$ cat config.mk
export PLATFORM = sky130hd
export DESIGN_NAME = vrp_rotate
export DESIGN_NICKNAME = d
export VERILOG_FILES = /design/src/hw/rtl/vrp_pkg.sv /design/src/hw/rtl/vrp_rotate.sv
export SDC_FILE = /design/constraint.sdc
export NUM_CORES = 2
export LEC_CHECK = 0
export ABC_CLOCK_PERIOD_IN_PS = 7750
export BUFFER_PORTS_ARGS = -buffer_cell sky130_fd_sc_hd__buf_4
export CELL_PAD_IN_SITES_DETAIL_PLACEMENT = 1
export CELL_PAD_IN_SITES_GLOBAL_PLACEMENT = 2
export CORE_ASPECT_RATIO = 0.9
export CORE_MARGIN = 2
export CORE_UTILIZATION = 40
export DETAILED_ROUTE_END_ITERATION = 12
export PLACE_DENSITY_LB_ADDON = 0.1
export SYNTH_ARGS = -nofsm -noshare
export SYNTH_HDL_FRONTEND = slang
export SYNTH_SLANG_ARGS = --single-unit
$ cat constraint.sdc
create_clock -name clock -period 7.75 [get_ports clock]
set_input_delay 0 -clock clock [delete_from_list [all_inputs] [get_ports clock]]
set_output_delay 0 -clock clock [all_outputs]
set_load 0.01 [all_outputs]
$ cat src/hw/rtl/vrp_pkg.sv
// ----------------------------------------------------------------------------
// vrp_pkg: shared types, constants and functions
// Register indexes, fixed-point constants and the divider pipeline types used
// across the vertex transform pipeline.
// ----------------------------------------------------------------------------
package vrp_pkg;

   // Register indexes on the configuration port.
   localparam int unsigned VRP_NUM_CSR = 8;
   localparam logic [7:0] CSR_COS_Z   = 8'd0;
   localparam logic [7:0] CSR_SIN_Z   = 8'd1;
   localparam logic [7:0] CSR_COS_X   = 8'd2;
   localparam logic [7:0] CSR_SIN_X   = 8'd3;
   localparam logic [7:0] CSR_PROJ_XS = 8'd4;
   localparam logic [7:0] CSR_PROJ_YS = 8'd5;
   localparam logic [7:0] CSR_PROJ_ZS = 8'd6;
   localparam logic [7:0] CSR_PROJ_ZO = 8'd7;

   // Register reset values.
   localparam logic signed [15:0] RST_COS_Z   = 16'sd16384;
   localparam logic signed [15:0] RST_SIN_Z   = 16'sd0;
   localparam logic signed [15:0] RST_COS_X   = 16'sd16384;
   localparam logic signed [15:0] RST_SIN_X   = 16'sd0;
   localparam logic signed [15:0] RST_PROJ_XS = 16'sd4096;
   localparam logic signed [15:0] RST_PROJ_YS = 16'sd4096;
   localparam logic signed [15:0] RST_PROJ_ZS = 16'sd4096;
   localparam logic signed [15:0] RST_PROJ_ZO = -16'sd410;

   // Default screen size.
   localparam int unsigned DEF_SCREEN_WIDTH  = 128;
   localparam int unsigned DEF_SCREEN_HEIGHT = 128;

   // Divider shape: quotient bits and bits resolved per stage.
   localparam int unsigned DIV_BITS  = 32;
   localparam int unsigned DIV_STEPS = 4;
   localparam int unsigned DIV_STAGES = DIV_BITS / DIV_STEPS;

   // Number of parallel divide lanes (x, y, z).
   localparam int unsigned LANES = 3;

   // One divide lane: partial remainder and dividend/quotient shift word.
   typedef struct packed {
      logic [15:0] rem;
      logic [31:0] quo;
   } div_lane_type;

   // Sideband that travels alongside the divide lanes.
   typedef struct packed {
      logic [15:0]            divisor;
      logic [LANES-1:0]       neg;
      logic                   w_zero;
      logic [LANES-1:0][21:0] zero_val;
   } div_side_type;

   // Saturate a signed value to 16 bits.
   function automatic logic signed [15:0] sat16(input logic signed [63:0] v);
      logic signed [15:0] r;
      if (v > 64'sd32767) begin
         r = 16'sh7fff;
      end else if (v < -64'sd32768) begin
         r = 16'sh8000;
      end else begin
         r = v[15:0];
      end
      return r;
   endfunction

   // Round a Q6.26 sum to Q4.12 (add half, floor shift) and saturate.
   function automatic logic signed [15:0] rot_round(input logic signed [32:0] q);
      logic signed [33:0] t;
      logic signed [33:0] s;
      t = 34'(q) + 34'sd8192;
      s = t >>> 14;
      return sat16(64'(s));
   endfunction

endpackage

$ cat src/hw/rtl/vrp_rotate.sv
// ----------------------------------------------------------------------------
// vrp_rotate: two-stage planar rotation
// Stage one forms the four Q4.12 x Q2.14 products, stage two sums, rounds
// and saturates them back to Q4.12. A third coordinate rides along.
// ----------------------------------------------------------------------------
module vrp_rotate
   import vrp_pkg::*;
(
   input  logic               clock,
   input  logic [1:0]         en,
   input  logic signed [15:0] a,
   input  logic signed [15:0] b,
   input  logic signed [15:0] pass_in,
   input  logic signed [15:0] cos_val,
   input  logic signed [15:0] sin_val,
   output logic signed [15:0] u_out,
   output logic signed [15:0] v_out,
   output logic signed [15:0] pass_out
);

   logic signed [31:0] ac_ff, bs_ff, as_ff, bc_ff;
   logic signed [15:0] pa_ff;
   logic signed [15:0] u_ff, v_ff, pb_ff;
   logic signed [15:0] u_in, v_in;

   // Product stage.
   always_ff @(posedge clock) begin
      if (en[0]) begin
         ac_ff <= a * cos_val;
         bs_ff <= b * sin_val;
         as_ff <= a * sin_val;
         bc_ff <= b * cos_val;
         pa_ff <= pass_in;
      end
   end

   // Sum, round and saturate.
   assign u_in = rot_round(33'(ac_ff) - 33'(bs_ff));
   assign v_in = rot_round(33'(as_ff) + 33'(bc_ff));

   always_ff @(posedge clock) begin
      if (en[1]) begin
         u_ff  <= u_in;
         v_ff  <= v_in;
         pb_ff <= pa_ff;
      end
   end

   assign u_out    = u_ff;
   assign v_out    = v_ff;
   assign pass_out = pb_ff;

endmodule

* Yosys cells after proc, flatten, opt, wreduce, memory -nomap -nowiden *
Cells that the tools add are included.

word-level totals
  word-level logic and storage cells = 22
  flip-flop bits (word level) = 192
  input bits = 83

operators by class
  multipliers = 4
  $add $sub $neg = 4
  order comparisons = 4
  multiplexer cells = 2

operators by type and width
  cell                                                           count
  multiplier 16 x 16 -> 32 bit                                   4
  adder 33 x 15 -> 34 bit (second input constant)                2
  > comparator 20 x 16 -> 1 bit (second input constant)          2
  less-than comparator 20 x 16 -> 1 bit (second input constant)  2
  adder 32 x 32 -> 33 bit                                        1
  subtractor 32 x 32 -> 33 bit                                   1
  2-to-1 mux 16 bit                                              2

* Depth between registers and ports, before layout *
  depth after elaboration = 4
  mapped depth = 25
  mapped depth without buffers = 24

* Worst setup path before layout *
Ideal clock, no wire load.

  kind = input port to flip-flop
  from = input port sin_val[1]
  to = register bs_ff[30] (data pin)
  arrival = 5.798 ns
  required time = 7.490 ns
  cell stages on the path = 20
  setup slack = 1.693 ns
  library setup time = 0.260 ns
  path buffers = 1
  cell sequence = clkbuf_1 > nand2_1 > fa_1 > fa_1 > fa_1 > fa_1 > inv_1 > fa_1 > fa_1 > ha_1 > a21o_1 > a21o_1 > a21oi_1 > o21ai_2 > a221o_1 > or4_1 > and3_1 > or3_1 > o31ai_2 > xnor2_1

on the way
  word-level cells in the longest chain between the ends = 1

ends and longest elaborated chain
  item                          RTL line          text
  start, declared               vrp_rotate.sv:15  input logic signed [15:0] sin_val,
  multiplier 16 x 16 -> 32 bit  vrp_rotate.sv:30  bs_ff <= b * sin_val;
  end signal, assigned          vrp_rotate.sv:30
  end, declared                 vrp_rotate.sv:21  logic signed [31:0] ac_ff, bs_ff, as_ff, bc_ff;

Every way passes these cells.
A chain may end at the register's enable or synchronous reset.

* Final worst setup path *
  from = input port cos_val[1]
  to = register ac_ff[31] (data pin)

on the way
  word-level cells in the longest chain between the ends = 1

ends and longest elaborated chain
  item                          RTL line          text
  start, declared               vrp_rotate.sv:14  input logic signed [15:0] cos_val,
  multiplier 16 x 16 -> 32 bit  vrp_rotate.sv:29  ac_ff <= a * cos_val;
  end signal, assigned          vrp_rotate.sv:29
  end, declared                 vrp_rotate.sv:21

Every way passes these cells.

==> results by group <==
Synthesis
  • Seq/Total Area, Yosys: 0.119
  • Syn Nets: ~6,500
  • Synth Instances: roughly 5,000
  • Post-synth EDFFs: 192
  • Mapped cell area: about 0.048 sq mm
  • Synth warnings: 0
  • Avg Inst Size Synth: 9.76 sq um
  • FF+latch count, synth: approximately 190
  • Main synth FF type: edfxtp_1
  • Synth cell types: between 70 and 80
  • Share of flip-flops with an asynchronous set or reset: 0

Critical path
  • Worst r2r dst: v_out[14]$_SDFFCE_PN1P_
  • Crit path buffers/inverters: 2
  • Cell chain of the critical path: buf_4 -> nand2_1 -> fa_1 -> fa_1 -> fa_1 -> inv_1 -> ha_1 -> fa_1 -> fa_1 -> ha_1 -> a21o_1 -> a2111oi_1 -> nor2_1 -> a2111oi_0 -> nor2b_1 -> o2111ai_1 -> a211o_1 -> nand3b_1 -> and4_1 -> nor3_1
  • CP dominant cell by count: fa_1
  • CP arrival: 6670 ps
  • Cell family contributing the most delay on the critical path: adder cells
  • Reg2reg setup slack: roughly 3100 ps
  • Slowest library cell on the worst path: a2111oi_1
  • Slowest stage delay, CP: between 500 and 600 ps
  • Crit Path Category: in -> reg
  • R2R depth: 12
  • R2r startpoint: as_ff[3]$_DFFE_PP_
  • Critical path launch point type: input port
  • Endpoint class of the critical path: register
  • Crit Path Max Fanout: 32
  • Required time worst endpoint: ~8100 ps

Global route
  • Antenna violations before repair: 8
  • Largest net degree at the start of global routing: just over 80
  • Vias in the first global route: 37,100
  • First-pass GRT wire length: 214 mm
  • Total gr overflow: 0
  • All-Layer GR Usage: 0.229

Cells and area
  • Share of layout cells above drive strength 1: 0.0400
  • Final-stage net count: about 6,500
  • Area of the multi-input gates: between 0.03 and 0.04 sq mm
  • Fillers: roughly 13,000
  • Sequential cell area: around 0.0058 sq mm
  • Layout area overhead: 6.49%

Drt
  • Number of vias after detailed routing: 32,600
  • DRT Pass-1 Iters: 5
  • DR iter-0 viols: 1,459
  • DR WL/cell: roughly 20 microns
  • Final ANT Viol Nets: 0
  • Via/cell ratio: ~5
  • Remaining DRCs: 0
  • WL final: around 130 mm

STA
  • FMAX: around 160 MHz
  • RSZ-0062 raised after global routing: no
  • Final hold viol count: 0
  • Fin. max-slew vios: 0
  • Total negative slack: 0 ps
  • Final setup vio count: 0
  • Slew HR: 0.214
  • Setup Skew: around 26 ps
  • Least-Margin Pin Slew: between 1000 and 1500 ps
  • Minimum clock period: about 6300 ps
  • Final Cycle Share: 0.811

Placement
  • GP Congestion: about 0.82
  • Hpwl dp: around 110 mm
  • Number of port buffers: 130

Die
  • Starting Density: 0.405
  • I/O pin cnt: 131
  • Die height: 334 microns
  • Core Region: 0.119 sq mm
  • Row count: 120
  • DIE WIDTH: around 370 microns
  • Die Footprint: about 0.12 sq mm

Status
  • Outcome: complete, no violations

CTS
  • CTS tree: yes
  • CTS clk-pin slew, worst paths: about 110 ps
  • Clock latency on the worst-skew pair: 540 ps
  • H-Tree Depth: 4
  • Maximum root-to-sink buffer count: 2
  • CTS resizes: 0
  • # Post-CTS Setup Buffers: 0
  • CTS Buf Count: 17
  • CTS sink cnt: between 150 and 200
  • Root buffer cell: clkbuf_16
  • # hold bufs at CTS: 16

Job
  • Max-cap violation count: 0

Hold path
  • Hold Path Cell Cnt: 1
  • Worst Hold Launch: en[0]
  • Hold Path Class: in -> reg
  • Worst Hold Path EP: as_ff[31]$_DFFE_PP_
[placed cells by master, fill, tap and decap left out, types with 31 or more instances in the layout]
cell type / count
inv_1: 1188
fa_1: 1048
nand2_1: 517
and2_1: 502
ha_1: 452
edfxtp_1: 192
buf_4: 139
xnor2_1: 129
a21oi_1: 121
nor2_1: 115
o21ai_0: 86
a21o_1: 71
xor2_1: 44
nand2b_1: 31
[logic make-up after synthesis]
family / Yosys count / share of synthesized area
fa+ha+maj: 1501 / 0.551
buf+inv: 1384 / 0.108
simple gates: 1277 / 0.132
compound gates: 421 / 0.0569
flops: 192 / 0.119
xor+xnor: 173 / 0.0314
mux: 4 / 0.00109
[registers in the layout (all words and copies together) (netlist names)]
signal    count
as_ff        32
v_out        16
pass_out     16
bs_ff        32
u_out        16
bc_ff        32
ac_ff        32
pa_ff        16
[final cells by class]
class	instances	area share
Clock buffer	17	0.00827
Timing Repair Buffer	156	0.0236
Sequential cell	192	0.112
Multi-Input combinational cell	3376	0.726
Inverter	1188	0.0867
Antenna cell	4	0.000195
Clock inverter	15	0.00486
Tap cell	1586	0.0386
[how the worst max path moves through the flow]
stage | slack [ps] | startpoint | end | depth (start not counted)
2_1_floorplan | 1690 | sin_val[1] | bs_ff[30]$_DFFE_PP_ | 20
6_report | 1460 | cos_val[1] | ac_ff[31]$_DFFE_PP_ | 20
3_5_place_dp | 900 | cos_val[1] | ac_ff[31]$_DFFE_PP_ | 20
4_1_cts | 1490 | cos_val[1] | ac_ff[31]$_DFFE_PP_ | 20
3_3_place_gp | 980 | a[9] | ac_ff[31]$_DFFE_PP_ | 20
5_1_grt | 1050 | cos_val[1] | ac_ff[31]$_DFFE_PP_ | 20
[routing by layer]
layer  global-route usage  share of wire
met4               0.0477          0.018
met1                0.320           0.46
met5                    0        0.00017
met3               0.0251          0.030
met2                0.383           0.49
[cells in the mapped netlist (all sizes together) (71+ instances only)]
master     n  area [sq um]
inv     1188          4460
fa      1048         21000
nand2    517          1940
and2     502          3140
ha       452          5660
edfxtp   192          5770
clkbuf   191           718
xnor2    129          1130
a21oi    122           614
nor2     116           438
o21ai     90           458
a21o      71           533
[stage by stage]
step	util	setup WS, ps	cells	hold slack (ps)	area, sq um
CTS	0.431	1490	6530	25.4	51500
floorplan	-	1690	4952	98.9	48300
global placement	0.424	985	6482	178	50600
detailed placement	0.424	896	6482	179	50600
finish	0.431	1460	6534	26.1	51500
global route	0.431	1050	6530	63.3	51500
Power is left out: the tool's default activity adds up to more than one toggle a clock period on the data nets, which glitch-free logic cannot reach.
