$ cat config.mk
export PLATFORM = sky130hd
export DESIGN_NAME = vrp_project
export DESIGN_NICKNAME = d
export VERILOG_FILES = /design/src/hw/rtl/vrp_pkg.sv /design/src/hw/rtl/vrp_project.sv
export SDC_FILE = /design/constraint.sdc
export NUM_CORES = 2
export LEC_CHECK = 0
export BUFFER_PORTS_ARGS = -buffer_cell sky130_fd_sc_hd__buf_2
export CORE_MARGIN = 1
export CORE_UTILIZATION = 47
export CTS_CLUSTER_DIAMETER = 60
export DETAILED_ROUTE_END_ITERATION = 10
export GPL_TIMING_DRIVEN = 0
export PLACE_DENSITY_LB_ADDON = 0.3
export SLEW_MARGIN = 0
export SYNTH_ARGS = -nofsm -noshare
export SYNTH_HDL_FRONTEND = slang
export SYNTH_SLANG_ARGS = --single-unit
$ cat constraint.sdc
create_clock -name clock -period 8.54 [get_ports clock]
set_clock_uncertainty 0.1 [all_clocks]
set_input_delay 1.281 -clock clock [delete_from_list [all_inputs] [get_ports clock]]
set_output_delay 1.281 -clock clock [all_outputs]
set_load 0.01 [all_outputs]
$ cat src/hw/rtl/vrp_pkg.sv
// ----------------------------------------------------------------------------
// vrp_pkg: shared types, constants and functions
// Register indexes, fixed-point constants and the divider pipeline types used
// across the vertex transform pipeline.
// ----------------------------------------------------------------------------
package vrp_pkg;

   // Register indexes on the configuration port.
   localparam int unsigned VRP_NUM_CSR = 8;
   localparam logic [7:0] CSR_COS_Z   = 8'd0;
   localparam logic [7:0] CSR_SIN_Z   = 8'd1;
   localparam logic [7:0] CSR_COS_X   = 8'd2;
   localparam logic [7:0] CSR_SIN_X   = 8'd3;
   localparam logic [7:0] CSR_PROJ_XS = 8'd4;
   localparam logic [7:0] CSR_PROJ_YS = 8'd5;
   localparam logic [7:0] CSR_PROJ_ZS = 8'd6;
   localparam logic [7:0] CSR_PROJ_ZO = 8'd7;

   // Register reset values.
   localparam logic signed [15:0] RST_COS_Z   = 16'sd16384;
   localparam logic signed [15:0] RST_SIN_Z   = 16'sd0;
   localparam logic signed [15:0] RST_COS_X   = 16'sd16384;
   localparam logic signed [15:0] RST_SIN_X   = 16'sd0;
   localparam logic signed [15:0] RST_PROJ_XS = 16'sd4096;
   localparam logic signed [15:0] RST_PROJ_YS = 16'sd4096;
   localparam logic signed [15:0] RST_PROJ_ZS = 16'sd4096;
   localparam logic signed [15:0] RST_PROJ_ZO = -16'sd410;

   // Default screen size.
   localparam int unsigned DEF_SCREEN_WIDTH  = 128;
   localparam int unsigned DEF_SCREEN_HEIGHT = 128;

   // Divider shape: quotient bits and bits resolved per stage.
   localparam int unsigned DIV_BITS  = 32;
   localparam int unsigned DIV_STEPS = 4;
   localparam int unsigned DIV_STAGES = DIV_BITS / DIV_STEPS;

   // Number of parallel divide lanes (x, y, z).
   localparam int unsigned LANES = 3;

   // One divide lane: partial remainder and dividend/quotient shift word.
   typedef struct packed {
      logic [15:0] rem;
      logic [31:0] quo;
   } div_lane_type;

   // Sideband that travels alongside the divide lanes.
   typedef struct packed {
      logic [15:0]            divisor;
      logic [LANES-1:0]       neg;
      logic                   w_zero;
      logic [LANES-1:0][21:0] zero_val;
   } div_side_type;

   // Saturate a signed value to 16 bits.
   function automatic logic signed [15:0] sat16(input logic signed [63:0] v);
      logic signed [15:0] r;
      if (v > 64'sd32767) begin
         r = 16'sh7fff;
      end else if (v < -64'sd32768) begin
         r = 16'sh8000;
      end else begin
         r = v[15:0];
      end
      return r;
   endfunction

   // Round a Q6.26 sum to Q4.12 (add half, floor shift) and saturate.
   function automatic logic signed [15:0] rot_round(input logic signed [32:0] q);
      logic signed [33:0] t;
      logic signed [33:0] s;
      t = 34'(q) + 34'sd8192;
      s = t >>> 14;
      return sat16(64'(s));
   endfunction

endpackage

$ cat src/hw/rtl/vrp_project.sv
// ----------------------------------------------------------------------------
// vrp_project: translation and perspective products
// Moves z forward by 3.0 to form w, multiplies by the projection factors and
// prepares sign, magnitude and the zero-divisor fallback for the divider.
// ----------------------------------------------------------------------------
module vrp_project
   import vrp_pkg::*;
(
   input  logic               clock,
   input  logic [2:0]         en,
   input  logic signed [15:0] x_in,
   input  logic signed [15:0] y_in,
   input  logic signed [15:0] z_in,
   input  logic signed [15:0] x_scale,
   input  logic signed [15:0] y_scale,
   input  logic signed [15:0] z_scale,
   input  logic signed [15:0] z_offset,
   output div_lane_type [LANES-1:0] lane_out,
   output div_side_type      side_out
);

   localparam logic signed [15:0] W_SHIFT = 16'sd12288;

   logic signed [15:0] x_ff, y_ff, w_ff, w2_ff;
   logic signed [15:0] w_in;
   logic signed [31:0] px_ff, py_ff, pw_ff;
   logic signed [32:0] p_in [LANES];
   div_lane_type [LANES-1:0] lane_ff, lane_in;
   div_side_type side_ff, side_in;
   logic signed [16:0] wabs;

   // Magnitude of a 33-bit signed value, known to fit in 32 bits.
   function automatic logic [31:0] mag32(input logic signed [32:0] v);
      logic signed [32:0] t;
      t = v[32] ? -v : v;
      return t[31:0];
   endfunction

   // Translation stage.
   assign w_in = sat16(64'(z_in) + 64'(W_SHIFT));

   always_ff @(posedge clock) begin
      if (en[0]) begin
         x_ff <= x_in;
         y_ff <= y_in;
         w_ff <= w_in;
      end
   end

   // Projection products.
   always_ff @(posedge clock) begin
      if (en[1]) begin
         px_ff <= x_ff * x_scale;
         py_ff <= y_ff * y_scale;
         pw_ff <= w_ff * z_scale;
         w2_ff <= w_ff;
      end
   end

   // Offset add, sign and magnitude split, zero-divisor rounding.
   always_comb begin
      p_in[0] = 33'(px_ff);
      p_in[1] = 33'(py_ff);
      p_in[2] = 33'(pw_ff) + 33'($signed({z_offset, 12'h000}));
      wabs    = w2_ff[15] ? -17'(w2_ff) : 17'(w2_ff);
      side_in.divisor = wabs[15:0];
      side_in.w_zero  = (w2_ff == 16'sd0);
      for (int k = 0; k < LANES; k++) begin
         logic signed [32:0] t;
         t = (p_in[k] + 33'sd2048) >>> 12;
         lane_in[k].rem      = '0;
         lane_in[k].quo      = mag32(p_in[k]);
         side_in.neg[k]      = p_in[k][32] ^ w2_ff[15];
         side_in.zero_val[k] = t[21:0];
      end
   end

   always_ff @(posedge clock) begin
      if (en[2]) begin
         lane_ff <= lane_in;
         side_ff <= side_in;
      end
   end

   assign lane_out = lane_ff;
   assign side_out = side_ff;

endmodule

=== After elaboration in Yosys (flattened, before gate mapping) ===
Cells that the tools add are included.

* Flip-flop bits (word level): 339
* Input bits: 116

* Add/sub/neg operators: 9
* Multipliers: 3
* $lt $le $gt $ge: 2
* Muxes and demuxes: 5
* Bitwise operators: 3
* Reductions and logical operators: 1

{| class="wikitable"
|+ Operators with widths
! cell !! count
|-
| $mul A16 B16 Y32 || 3
|-
| $neg A32 Y32 || 3
|-
| $add A32 B13 Y33 const B || 2
|-
| $mux W31 || 2
|-
| $add A32 B28 Y33 || 1
|-
| $add A33 B13 Y33 const B || 1
|-
| $mux W32 || 1
|-
| $add A16 B15 Y17 const B || 1
|-
| $gt A17 B16 Y1 const B || 1
|-
| $lt A17 B16 Y1 const B || 1
|-
| $logic_not A16 Y1 || 1
|-
| $mux W16 || 1
|-
| $neg A16 Y16 || 1
|-
| $mux W15 || 1
|-
| $xor A1 B1 Y1 || 3
|}

=== Longest topological paths before layout ===
* Depth after elaboration: 3
* Gate-level depth with buffers: 25
* Mapped depth without buffers: 24

=== Worst setup path before layout ===
No wires, ideal clock.

* Kind: input to register
* From: input x_scale[7]
* To: register px_ff[30], data pin
* Data arrival time: 6,761 ps
* Path slack: 1,417 ps
* Cell stages on the path: 23
* Buffers on the path: 1
* Path through: clkbuf_1 nand2_1 fa_1 inv_1 fa_1 inv_1 fa_1 inv_1 fa_1 fa_1 inv_1 fa_1 inv_1 ha_1 a21o_1 a21o_1 a21oi_1 o21ai_0 a221o_1 a41o_1 a211oi_1 a21oi_1 xor2_1

* Longest elaborated chain between the ends: 1

{| class="wikitable"
|+ Ends and longest elaborated chain
! what !! line !! text
|-
| from (decl) || vrp_project.sv:14 || <nowiki>input logic signed [15:0] x_scale,</nowiki>
|-
| $mul A16 B16 Y32 || vrp_project.sv:53 || <nowiki>px_ff <= x_ff * x_scale;</nowiki>
|-
| to (signal assigned) || vrp_project.sv:53 ||
|-
| to (decl) || vrp_project.sv:26 || <nowiki>logic signed [31:0] px_ff, py_ff, pw_ff;</nowiki>
|}

No other way between the ends.
A chain may end at the register's enable or synchronous reset.

=== Worst setup path after layout ===
* From: input y_scale[1]
* To: register py_ff[31], data pin

* Longest elaborated chain between the ends: 1

{| class="wikitable"
|+ Ends and longest elaborated chain
! what !! line !! text
|-
| from (decl) || vrp_project.sv:15 || <nowiki>input logic signed [15:0] y_scale,</nowiki>
|-
| $mul A16 B16 Y32 || vrp_project.sv:54 || <nowiki>py_ff <= y_ff * y_scale;</nowiki>
|-
| to (signal assigned) || vrp_project.sv:54 ||
|-
| to (decl) || vrp_project.sv:26 ||
|}

No other way between the ends.

==> results.yml <==
status:
  outcome: "finished, final reports clean"
synth:
  synth_top_area_frac: 0.354
  post-synth-top-count-cell: "sky130_fd_sc_hd__inv_1"
  syn_area_sq_mm: 0.0445
  yosys_register_bits: 339
  yosysTopAreaCell: "sky130_fd_sc_hd__fa_1"
  synthTopCellsByArea: "sky130_fd_sc_hd__fa_1 35%, sky130_fd_sc_hd__edfxtp_1 23%, sky130_fd_sc_hd__ha_1 7.8%"
  post_synth_edffs: 339
  synthesis.area_per_instance_sq_um: 10.3
  synth_warnings: 0
  synth_cell_types: 77
  synth.top_cells.by_count: "899 x sky130_fd_sc_hd__inv_1, 787 x sky130_fd_sc_hd__fa_1, 475 x sky130_fd_sc_hd__nand2_1, 375 x sky130_fd_sc_hd__and2_1, 339 x sky130_fd_sc_hd__edfxtp_1"
  part_of_the_yosys_area_used_for_sequential_elements: 0.229
  synth-async-reset-ratio: 0
  synthFlopType: "sky130_fd_sc_hd__edfxtp_1"
  syn-instance-count: 4331
clock_network:
  clock_sinks: 339
  clock_tree.buffer_depth: 3
  tritoncts_clock_tree: "yes"
  worstSkewPairLatency_ns: 0.62
  postCtsSetupRepairBufs: 0
  cts_root_buffer: "sky130_fd_sc_hd__clkbuf_16"
  clk_pin_slew_ns: 0.06
  tritoncts.num_buffers: 45
  htree_levels: 2
  resized_cells_post_cts: 0
  hold_buffers: 0
sta:
  timing.fmax_ghz: 0.126
  timing.setup.tns_ns: 0
  worst_slew_pin_slew_ns: 1.09
  final_min_period_over_clock_period: 0.932
  finalMaxSlewViolations: 0
  rsz0062_at_grt: "no"
  timing.max_slew.rel_slack: 0.258
  report.final.setup_viol: 0
  hold_violations: 0
  finalCriticalPeriod_ns: 7.96
  fin_ws_ns: 0.584
setup_path:
  critical_path.reg2reg.startpoint: "w_ff[15]"
  worst-endpoint-required_ns: 8.76
  worst_setup_path_category: "in2reg"
  worst-endpoint-arrival_ns: 8.17
  worst_setup_path_start_kind: "input pin"
  setup.worst_path.start: "y_scale[1]"
  timing.critical_path.fanout_max: 10
  critical_path.endpoint_type: "flip-flop"
  regToRegSetupSlack_ns: 0.73
floorplan:
  die_y_microns: 310
  design.portCount: 346
  coreArea_sq_mm: 0.0936
  starting_density_of_the_core: 0.475
  fp.dieW_microns: 310
  rows: 112
  dieArea_sq_mm: 0.0959
layout:
  layout.core_utilization: 0.527
  area.growth.synth_to_final_pct: 10.8
  drive_gt1_frac: 0.0959
  fill_cells: 8572
  register_area_sq_mm: 0.0102
  fin_nets: 5905
  finish.instance_area_sq_mm: 0.0493
  multiInputGateArea_sq_mm: 0.0303
run:
  timing.max_cap.violations: 0
detailed_routing:
  drtAntennaViolNets: 0
  firstDrtPassIters: 5
  initialDrtViolationCount: 1848
  drt-vias-per-instance: 5.11
  drt-total-wl_microns: 108000
  routedWlPerCell_microns: 18.0
  drc_markers: 0
  num_vias: 30700
global_routing:
  grt_overflow: 0
  grt_pass1_wl_microns: 173000
  globalRouteTotalUtil: 0.236
  grt_antenna_before_repair: 3
  grt_max_degree: 92
  first_global_vias: 32500
placed_design:
  post-place-ws_ns: 0.0601
  hpwl_microns: 89100
  io_buffer_count: 297
  routabilityCongestion: 0.958
  placed_area_sq_mm: 0.0478
hold_path:
  hold_path_origin: "w2_ff[0]"
  worstHoldPathType: "reg2reg"
==> final timing paths <==
check             cells after the start           end
hold reg to reg                       0  side_out[70]
setup reg to reg                     20     pw_ff[31]
setup / recovery                     21     py_ff[31]
hold / removal                        0  side_out[70]
==> worst max-delay path: stages <==
cell and delay, ns:
sky130_fd_sc_hd__buf_2 0.16, sky130_fd_sc_hd__clkbuf_1 0.50, sky130_fd_sc_hd__nand2_1 0.20, sky130_fd_sc_hd__inv_1 0.18
sky130_fd_sc_hd__fa_1 0.57, sky130_fd_sc_hd__fa_1 0.59, sky130_fd_sc_hd__fa_1 0.45, sky130_fd_sc_hd__fa_1 0.51
sky130_fd_sc_hd__fa_1 0.50, sky130_fd_sc_hd__inv_1 0.05, sky130_fd_sc_hd__fa_1 0.47, sky130_fd_sc_hd__inv_1 0.04
sky130_fd_sc_hd__ha_1 0.39, sky130_fd_sc_hd__nand3_1 0.12, sky130_fd_sc_hd__or2_2 0.31, sky130_fd_sc_hd__o211ai_1 0.50
sky130_fd_sc_hd__a21oi_1 0.20, sky130_fd_sc_hd__o21ai_0 0.35, sky130_fd_sc_hd__a31o_2 0.21, sky130_fd_sc_hd__a21oi_1 0.07
sky130_fd_sc_hd__xnor2_1 0.52
==> cells in the final DEF (no fill, tap or decap), types with 10 or more instances in the layout <==
master                      synthesis  layout
sky130_fd_sc_hd__o21ai_0           75      75
sky130_fd_sc_hd__inv_1            899     899
sky130_fd_sc_hd__nor2_1           142     142
sky130_fd_sc_hd__and3_1            16      16
sky130_fd_sc_hd__buf_4             51      52
sky130_fd_sc_hd__nand4_1           15      15
sky130_fd_sc_hd__xnor2_1          220     220
sky130_fd_sc_hd__edfxtp_1         339     339
sky130_fd_sc_hd__o21bai_1          17      17
sky130_fd_sc_hd__a21oi_1           94      94
sky130_fd_sc_hd__nor4_1            14      14
sky130_fd_sc_hd__buf_2              4     298
sky130_fd_sc_hd__o21a_1            17      17
sky130_fd_sc_hd__nand2_1          475     475
sky130_fd_sc_hd__or2_2             11      11
sky130_fd_sc_hd__a21o_1            38      38
sky130_fd_sc_hd__a31oi_1           10      10
sky130_fd_sc_hd__o31ai_1           17      17
sky130_fd_sc_hd__ha_1             278     278
sky130_fd_sc_hd__nand2b_1          27      27
sky130_fd_sc_hd__o41ai_1           10      10
sky130_fd_sc_hd__xor2_1            64      64
sky130_fd_sc_hd__or3_1             15      15
sky130_fd_sc_hd__and2_1           375     375
sky130_fd_sc_hd__nor3_1            23      23
sky130_fd_sc_hd__a211oi_1          14      14
sky130_fd_sc_hd__conb_1             1      48
sky130_fd_sc_hd__clkbuf_1         122     130
sky130_fd_sc_hd__clkbuf_16          0      45
sky130_fd_sc_hd__nor2b_1           14      14
sky130_fd_sc_hd__nand3_1           40      40
sky130_fd_sc_hd__fa_1             787     787
sky130_fd_sc_hd__a211o_1           10      10
==> stage by stage <==
stage | hold WS [ns] | instances
detailed placement | 0.380 | 5931
CTS | 0.398 | 6009
global placement | 0.371 | 5929
global route | 0.411 | 6009
finish | 0.394 | 6011
floorplan | 0.351 | 4378
==> kinds of logic after synthesis <==
kind of cell,share of synthesized area
compound gates,0.0523
xor+xnor,0.0563
fa+ha+maj,0.432
buf+inv,0.0955
flops,0.229
other cells,0.0000843
simple gates,0.135
==> area by class of cell <==
| cell class | instances | share of cell area |
|---|---|---|
| multi-input combinational | 2959 | 0.614 |
| sequential | 339 | 0.206 |
| inverter | 900 | 0.0685 |
| tap | 1254 | 0.0318 |
| timing repair buffer | 299 | 0.0316 |
| clock buffer | 53 | 0.0235 |
| buffer | 180 | 0.0177 |
| clock inverter | 25 | 0.00662 |
| antenna | 2 | 0.000102 |
==> sequential cells by signal, summed over array words and instances (netlist names) <==
name      cells
y_ff         16
pw_ff        32
lane_out     96
w_ff         16
py_ff        32
side_out     83
px_ff        32
w2_ff        16
x_ff         16
==> per-layer routing <==
layer	wire, microns	vias to the layer above	GRT usage
li1	-	14100	-
met1	44800	15500	0.305
met2	52800	880	0.400
met3	7080	195	0.0402
met4	3520	4	0.0779
met5	161	-	0.0111
Power is not shown: default switching activity piles up to over one toggle a cycle in this logic, so the estimate is an artifact.
