$ cat src/hw/rtl/vrp_pkg.sv
// ----------------------------------------------------------------------------
// vrp_pkg: shared types, constants and functions
// Register indexes, fixed-point constants and the divider pipeline types used
// across the vertex transform pipeline.
// ----------------------------------------------------------------------------
package vrp_pkg;

   // Register indexes on the configuration port.
   localparam int unsigned VRP_NUM_CSR = 8;
   localparam logic [7:0] CSR_COS_Z   = 8'd0;
   localparam logic [7:0] CSR_SIN_Z   = 8'd1;
   localparam logic [7:0] CSR_COS_X   = 8'd2;
   localparam logic [7:0] CSR_SIN_X   = 8'd3;
   localparam logic [7:0] CSR_PROJ_XS = 8'd4;
   localparam logic [7:0] CSR_PROJ_YS = 8'd5;
   localparam logic [7:0] CSR_PROJ_ZS = 8'd6;
   localparam logic [7:0] CSR_PROJ_ZO = 8'd7;

   // Register reset values.
   localparam logic signed [15:0] RST_COS_Z   = 16'sd16384;
   localparam logic signed [15:0] RST_SIN_Z   = 16'sd0;
   localparam logic signed [15:0] RST_COS_X   = 16'sd16384;
   localparam logic signed [15:0] RST_SIN_X   = 16'sd0;
   localparam logic signed [15:0] RST_PROJ_XS = 16'sd4096;
   localparam logic signed [15:0] RST_PROJ_YS = 16'sd4096;
   localparam logic signed [15:0] RST_PROJ_ZS = 16'sd4096;
   localparam logic signed [15:0] RST_PROJ_ZO = -16'sd410;

   // Default screen size.
   localparam int unsigned DEF_SCREEN_WIDTH  = 128;
   localparam int unsigned DEF_SCREEN_HEIGHT = 128;

   // Divider shape: quotient bits and bits resolved per stage.
   localparam int unsigned DIV_BITS  = 32;
   localparam int unsigned DIV_STEPS = 4;
   localparam int unsigned DIV_STAGES = DIV_BITS / DIV_STEPS;

   // Number of parallel divide lanes (x, y, z).
   localparam int unsigned LANES = 3;

   // One divide lane: partial remainder and dividend/quotient shift word.
   typedef struct packed {
      logic [15:0] rem;
      logic [31:0] quo;
   } div_lane_type;

   // Sideband that travels alongside the divide lanes.
   typedef struct packed {
      logic [15:0]            divisor;
      logic [LANES-1:0]       neg;
      logic                   w_zero;
      logic [LANES-1:0][21:0] zero_val;
   } div_side_type;

   // Saturate a signed value to 16 bits.
   function automatic logic signed [15:0] sat16(input logic signed [63:0] v);
      logic signed [15:0] r;
      if (v > 64'sd32767) begin
         r = 16'sh7fff;
      end else if (v < -64'sd32768) begin
         r = 16'sh8000;
      end else begin
         r = v[15:0];
      end
      return r;
   endfunction

   // Round a Q6.26 sum to Q4.12 (add half, floor shift) and saturate.
   function automatic logic signed [15:0] rot_round(input logic signed [32:0] q);
      logic signed [33:0] t;
      logic signed [33:0] s;
      t = 34'(q) + 34'sd8192;
      s = t >>> 14;
      return sat16(64'(s));
   endfunction

endpackage

$ cat src/hw/rtl/vrp_screen.sv
// ----------------------------------------------------------------------------
// vrp_screen: quotient sign fix-up and viewport mapping
// Restores the quotient sign or takes the zero-divisor value, then maps x and
// y to pixels as (v + 1) * size / 2 and saturates all three results.
// ----------------------------------------------------------------------------
module vrp_screen
   import vrp_pkg::*;
#(
   parameter int unsigned SCREEN_WIDTH  = DEF_SCREEN_WIDTH,
   parameter int unsigned SCREEN_HEIGHT = DEF_SCREEN_HEIGHT
) (
   input  logic                     clock,
   input  logic [2:0]               en,
   input  div_lane_type [LANES-1:0] lane_in,
   input  div_side_type             side_in,
   output logic signed [15:0]       screen_x,
   output logic signed [15:0]       screen_y,
   output logic signed [15:0]       depth_z,
   output logic                     w_was_zero
);

   localparam int unsigned SXB = $clog2(SCREEN_WIDTH + 1);
   localparam int unsigned SYB = $clog2(SCREEN_HEIGHT + 1);
   localparam int unsigned PXW = 35 + SXB + 1;
   localparam int unsigned PYW = 35 + SYB + 1;
   localparam logic signed [SXB:0] SX_SIZE = (SXB + 1)'(SCREEN_WIDTH);
   localparam logic signed [SYB:0] SY_SIZE = (SYB + 1)'(SCREEN_HEIGHT);

   logic signed [33:0] v_ff [LANES];
   logic signed [33:0] v_in [LANES];
   logic wz1_ff, wz2_ff, wz3_ff;
   logic signed [PXW-1:0] prx_ff, prx_in;
   logic signed [PYW-1:0] pry_ff, pry_in;
   logic signed [15:0] dz2_ff, dz3_ff;
   logic signed [15:0] sx_ff, sy_ff, sx_in, sy_in;
   logic signed [34:0] sum_x, sum_y;

   // Signed quotient or zero-divisor fallback.
   always_comb begin
      for (int k = 0; k < LANES; k++) begin
         logic signed [33:0] q;
         q = $signed({2'b00, lane_in[k].quo});
         if (side_in.w_zero) begin
            v_in[k] = 34'($signed(side_in.zero_val[k]));
         end else begin
            v_in[k] = side_in.neg[k] ? -q : q;
         end
      end
   end

   always_ff @(posedge clock) begin
      if (en[0]) begin
         v_ff   <= v_in;
         wz1_ff <= side_in.w_zero;
      end
   end

   // Offset by one and scale by the screen size.
   assign sum_x  = 35'(v_ff[0]) + 35'sd4096;
   assign sum_y  = 35'(v_ff[1]) + 35'sd4096;
   assign prx_in = PXW'(sum_x) * PXW'(SX_SIZE);
   assign pry_in = PYW'(sum_y) * PYW'(SY_SIZE);

   always_ff @(posedge clock) begin
      if (en[1]) begin
         prx_ff <= prx_in;
         pry_ff <= pry_in;
         dz2_ff <= sat16(64'(v_ff[2]));
         wz2_ff <= wz1_ff;
      end
   end

   // Halve in Q4.12 units, truncating toward zero, then saturate.
   always_comb begin
      logic signed [PXW-1:0] ax;
      logic signed [PYW-1:0] ay;
      ax    = prx_ff + (prx_ff[PXW-1] ? PXW'(8191) : PXW'(0));
      ay    = pry_ff + (pry_ff[PYW-1] ? PYW'(8191) : PYW'(0));
      sx_in = sat16(64'(ax >>> 13));
      sy_in = sat16(64'(ay >>> 13));
   end

   always_ff @(posedge clock) begin
      if (en[2]) begin
         sx_ff  <= sx_in;
         sy_ff  <= sy_in;
         dz3_ff <= dz2_ff;
         wz3_ff <= wz2_ff;
      end
   end

   assign screen_x   = sx_ff;
   assign screen_y   = sy_ff;
   assign depth_z    = dz3_ff;
   assign w_was_zero = wz3_ff;

endmodule

$ cat config.mk
export PLATFORM = sky130hd
export DESIGN_NAME = vrp_screen
export DESIGN_NICKNAME = d
export VERILOG_FILES = /design/src/hw/rtl/vrp_pkg.sv /design/src/hw/rtl/vrp_screen.sv
export SDC_FILE = /design/constraint.sdc
export NUM_CORES = 1
export LEC_CHECK = 0
export BUFFER_PORTS_ARGS = -buffer_cell sky130_fd_sc_hd__buf_2
export CAP_MARGIN = 20
export CORE_MARGIN = 10
export CORE_UTILIZATION = 25
export DETAILED_ROUTE_END_ITERATION = 10
export HOLD_SLACK_MARGIN = 0.03
export PLACE_DENSITY = 0.45
export SLEW_MARGIN = 40
export SYNTH_ARGS = -nofsm -noshare
export SYNTH_HDL_FRONTEND = slang
export SYNTH_SLANG_ARGS = --single-unit
$ cat constraint.sdc
create_clock -name clock -period 6.3 [get_ports clock]
set_clock_uncertainty 0.1 [all_clocks]
set_input_delay 0 -clock clock [delete_from_list [all_inputs] [get_ports clock]]
set_output_delay 0 -clock clock [all_outputs]
set_load 0.1 [all_outputs]
Yosys cells after proc, flatten, opt, wreduce, memory -nomap -nowiden

Cells that the tools add are included.

$lt $le $gt $ge: 6
Add/sub/neg operators: 7
Muxes and demuxes: 11

Operators with widths:

| kind                     | count |
|---|---|
| $mux W34                 | 6 |
| $neg A32 Y34             | 3 |
| $add A42 B14 Y43         | 2 |
| $add A34 B14 Y35 const B | 2 |
| $gt A30 B16 Y1 const B   | 2 |
| $lt A30 B16 Y1 const B   | 2 |
| $mux W16                 | 3 |
| $gt A34 B16 Y1 const B   | 1 |
| $lt A34 B16 Y1 const B   | 1 |
| $mux W13                 | 2 |

Output and inout bits: 49
Logic and storage cells: 36
Register bits after elaboration: 239
Bits of input ports: 234

Logic depth before layout (Yosys ltp)

Depth after elaboration: 4
Depth in mapped cells: 10
Mapped depth without buffers: 8

Worst setup path after synthesis

OpenSTA, ideal clock, no wires.

Kind: register -> register
Start point: register pry_ff[41] (netlist name)
End point: register sy_ff[3], in the netlist screen_y[3], data pin
Library setup time: 0.279 ns
Period minus slack after synthesis: 2.918 ns
Buffers on the path: 1
Data arrival time: 2.539 ns
Data required time: 5.921 ns
Cell stages (with the launch flop): 10
Path slack: 3.382 ns
Cell sequence: edfxtp_1 -> ha_1 -> a21o_1 -> a21oi_2 -> a211oi_2 -> and4_1 -> o31a_1 -> o41ai_4 -> buf_4 -> o31ai_1

Cells in the longest elaborated chain, start to end: 4
Elaborated cells on any way between the ends: 5
Those cells by class: add/sub: 1; order compare: 2; mux: 2

Ends and longest elaborated chain:

| what                 | RTL line         | source |
|---|---|---|
| $mux W13             | vrp_screen.sv:78 | `ay = pry_ff + (pry_ff[PYW-1] ? PYW'(8191) : PYW'(0));` |
| $add A42 B14 Y43 *   | vrp_screen.sv:78 |  |
| $lt A30 B16 Y1       | vrp_pkg.sv:60    | `end else if (v < -64'sd32768) begin` |
| $mux W16             | vrp_pkg.sv:60    |  |
| to (signal assigned) | vrp_screen.sv:86 | `sy_ff <= sy_in;` |
| to (decl)            | vrp_screen.sv:35 | `logic signed [15:0] sx_ff, sy_ff, sx_in, sy_in;` |

Every way passes the cells marked *; elsewhere a longest branch is shown, timed or not.
A chain may end at the register's enable or synchronous reset.

Worst setup path in the final report

Start point: register prx_ff[41] (netlist name)
End point: register sx_ff[6], in the netlist screen_x[6], data pin

Cells in the longest elaborated chain, start to end: 4
Elaborated cells on any way between the ends: 5
Those cells by class: add/sub: 1; order compare: 2; mux: 2

Ends and longest elaborated chain:

| what                 | RTL line         | source |
|---|---|---|
| $mux W13             | vrp_screen.sv:77 | `ax = prx_ff + (prx_ff[PXW-1] ? PXW'(8191) : PXW'(0));` |
| $add A42 B14 Y43 *   | vrp_screen.sv:77 |  |
| $lt A30 B16 Y1       | vrp_pkg.sv:60    |  |
| $mux W16             | vrp_pkg.sv:60    |  |
| to (signal assigned) | vrp_screen.sv:85 | `sx_ff <= sx_in;` |
| to (decl)            | vrp_screen.sv:35 |  |

Marked as above.

==> impl_metrics.py <==
metrics = {
    "cts": {
        "cts_tree": "built",
        "clock_sinks": 239,
        "clkTransAtPathRegs_ns": 0.06,
        "holdBufCountCts": 213,
        "cts-root-buf": "clkbuf_16",
        "clock_latency_ns": 0.56,
        "cts_buffers": 28,
        "cts_resized": 0,
        "htree_levels": 1,
        "cts_buffer_depth": 3,
        "postCtsSetupBuffers": 0,
    },
    "drt": {
        "first_iter_violations": 356,
        "vias": 9685,
        "wl_per_cell_um": 15.6,
        "first_pass_iters": 4,
        "totalWireLength_um": 34400,
        "viasPerCell": 4.40,
        "ant_nets": 0,
        "drc": 0,
    },
    "status": {
        "outcome": "complete, no violations",
    },
    "timing": {
        "drv_slew": 0,
        "worstMarginPinSlew_ns": 0.710,
        "fmax_ghz": 0.303,
        "hold_viol": 0,
        "timing.hold.ws_ns": 0.0931,
        "relSlewSlack_pct": 52.5,
        "rsz0062_at_grt": "false",
        "final-setup-viol-count": 0,
        "finalSetupTns_ns": 0,
        "finalCritPeriodShare_pct": 52.5,
        "worst_slack_ns": 3.00,
        "finalCriticalPeriod_ns": 3.30,
    },
    "cells_and_area": {
        "area_growth_pct": 39.9,
        "utilization_pct": 35.5,
        "layout_common_cells": "edfxtp_1, buf_2, dlygate4sd3_1",
        "fin_nets": 1760,
        "fin_area_um2": 17400,
        "final_common_cell": "edfxtp_1",
        "drive_above_1_share_pct": 19.4,
    },
    "yosys": {
        "syn_avg_cell_area_um2": 11.5,
        "ys_seq_area_share_pct": 57.9,
        "netlist_area_um2": 12400,
        "yosys_warnings": 0,
        "synth-seq-cells": 239,
        "synth-adder-area-share_pct": 1.51,
        "synth_edf_count": 239,
        "synthArstFlopShare_pct": 0,
        "synth-xor-area-share_pct": 11.4,
        "synth-simple-area-share_pct": 14.5,
        "ys.flop_type": "edfxtp_1",
        "synth_compound_area_share_pct": 12.3,
        "synth_top_family_by_area": "simple AND/OR/NAND/NOR gates",
        "ys_types": 62,
        "syn-instance-count": 1079,
        "syn_nets": 1328,
        "synthMuxAreaShare_pct": 0.494,
    },
    "hold_path": {
        "min_path_cells": 5,
        "hp-class": "in -> reg",
    },
    "setup_path": {
        "cp_common_cell": "o21ai_0",
        "path_max_fanout": 15,
        "cp_cell_sequence": "ha_1 > nand4_1 > a21oi_1 > o21ai_0 > nor3_1 > mux2i_1 > a41o_1 > o21ai_0",
        "path_delay_family": "compound AO/OA/AOI/OAI gates",
        "worstPathRequired_ns": 6.46,
        "cp_slowest_cell": "edfxtp_1",
        "cp-start-kind": "flip-flop",
        "cp_num_buf_inv": 0,
        "crit_type": "reg -> reg",
        "slowest_delay_ns": 0.55,
        "end_kind": "flip-flop",
        "arrival_ns": 3.47,
        "cp_num_cells": 8,
        "r2r_cells": 8,
    },
    "grt": {
        "grt_pass1_vias": 10000,
        "grt_pass1_wl_um": 54900,
        "grt_use_total_pct": 11.5,
        "antenna_found_initial": 14,
        "overflow": 0,
        "grt_max_degree": 70,
    },
    "power": {
        "powerDensity_nw_per_um2": 254,
        "p_leak_nw": 6.42,
        "peakVddDrop_uv": 180,
    },
    "floorplanning": {
        "die_w_um": 243,
        "io_pins": 283,
        "initial_core_util_pct": 25.3,
        "die_h_um": 243,
        "dieArea_um2": 58900,
        "rows": 81,
        "coreArea_um2": 49000,
    },
    "place": {
        "place_congestion": 0.864,
        "place_area_um2": 14300,
        "hpwl_um": 25700,
        "dp_slack_ns": 2.82,
        "portBuffers": 218,
    },
    "job": {
        "drv_cap": 0,
    },
}
-- where the power goes --
part | internal (W) | leakage (nW) | switching (W) | total, W
Clock | 0.000984 | 0.442 | 0.000660 | 0.00164
Sequential | 0.00193 | 2.32 | 0.0000804 | 0.00202
Combinational | 0.000297 | 3.66 | 0.000448 | 0.000745
-- sequential cells by signal (all words and copies together) (netlist names) --
signal and count:
pry_ff 35, prx_ff 35, depth_z 16, v_ff 102, w_was_zero 1, screen_x 16, wz1_ff 1, dz2_ff 16
wz2_ff 1, screen_y 16
-- Yosys cell counts (2+ instances only) --
cell type / count / area [um^2]
nor4_1: 8 / 50.1
a21boi_0: 9 / 67.6
o21a_1: 5 / 37.5
ha_1: 15 / 188
nor3_1: 14 / 70.1
a31oi_1: 2 / 12.5
nand2b_1: 5 / 31.3
or4_4: 3 / 33.8
and2_1: 3 / 18.8
o31ai_1: 32 / 240
xor2_1: 112 / 981
o41ai_4: 2 / 55.1
and3_1: 18 / 113
inv_1: 21 / 78.8
buf_4: 2 / 15.0
buf_1: 4 / 15.0
or2_1: 2 / 12.5
or2_2: 3 / 18.8
o21ai_1: 20 / 100
edfxtp_1: 239 / 7180
mux2i_1: 5 / 50.1
o31ai_2: 2 / 25.0
nand4_1: 21 / 131
nor2_1: 26 / 97.6
o41ai_1: 10 / 87.6
nand3b_1: 2 / 15.0
or4_1: 13 / 97.6
xnor2_1: 49 / 429
nor2b_1: 8 / 50.1
nand3_1: 41 / 205
o31a_1: 2 / 17.5
o21ai_0: 107 / 536
clkbuf_1: 32 / 120
a21oi_1: 30 / 150
a21boi_1: 3 / 22.5
a211oi_1: 2 / 15.0
nand2_1: 162 / 608
or3_1: 10 / 62.6
and4_1: 7 / 61.3
a21o_1: 6 / 45.0
-- cells by family (layout without fill, tap and decap cells) --
logic type | count (synthesis) | in the layout
AOI/OAI and AO/OA | 242 | 242
xor gates and xnor gates | 161 | 161
adders and majority gates | 15 | 15
buffers and inverters | 60 | 513
DFF | 239 | 239
muxes | 6 | 6
other | 0 | 5
and+or+nand+nor | 356 | 356
-- cell type report --
class	instances	area [um^2]
well taps	664	831
flip-flops and latches	239	7180
diodes	5	12.5
repair buffers	440	3310
fillers	4869	31600
inverters	22	82.6
multi-input cells	780	5000
clock inverters	20	231
clock buffers	31	712
-- worst paths after layout --
| check | slack (ns) | from | end |
|---|---|---|---|
| max | 3.00 | prx_ff[41]$_DFFE_PP_ | screen_x[6]$_SDFFCE_PN1P_ |
| min reg2reg | 0.30 | v_ff[38]$_DFFE_PP_ | pry_ff[11]$_DFFE_PP_ |
| min | 0.09 | lane_in[116] | v_ff[22]$_DFFE_PP_ |
| max reg2reg | 3.00 | prx_ff[41]$_DFFE_PP_ | screen_x[6]$_SDFFCE_PN1P_ |
-- worst min-delay path: stages --
cell     delay, ns
buf_2         0.11
or4_1         0.14
o21ai_0       0.11
xor2_1        0.14
a21oi_1       0.08
-- metal layers --
layer / GRT usage (%) / share of wire [%]
met5: 0 / 0.30
met4: 3.44 / 2.2
met3: 2.81 / 5.2
met2: 19.7 / 49
met1: 13.9 / 44
-- through the flow --
step           instances  power [W]
2_1_floorplan       1079    0.00243
3_3_place_gp        1931    0.00266
3_5_place_dp        1931    0.00267
4_1_cts             2195    0.00448
5_1_grt             2201    0.00463
6_report            2201    0.00440
No activity file was read; power rests on OpenSTA's default activity.
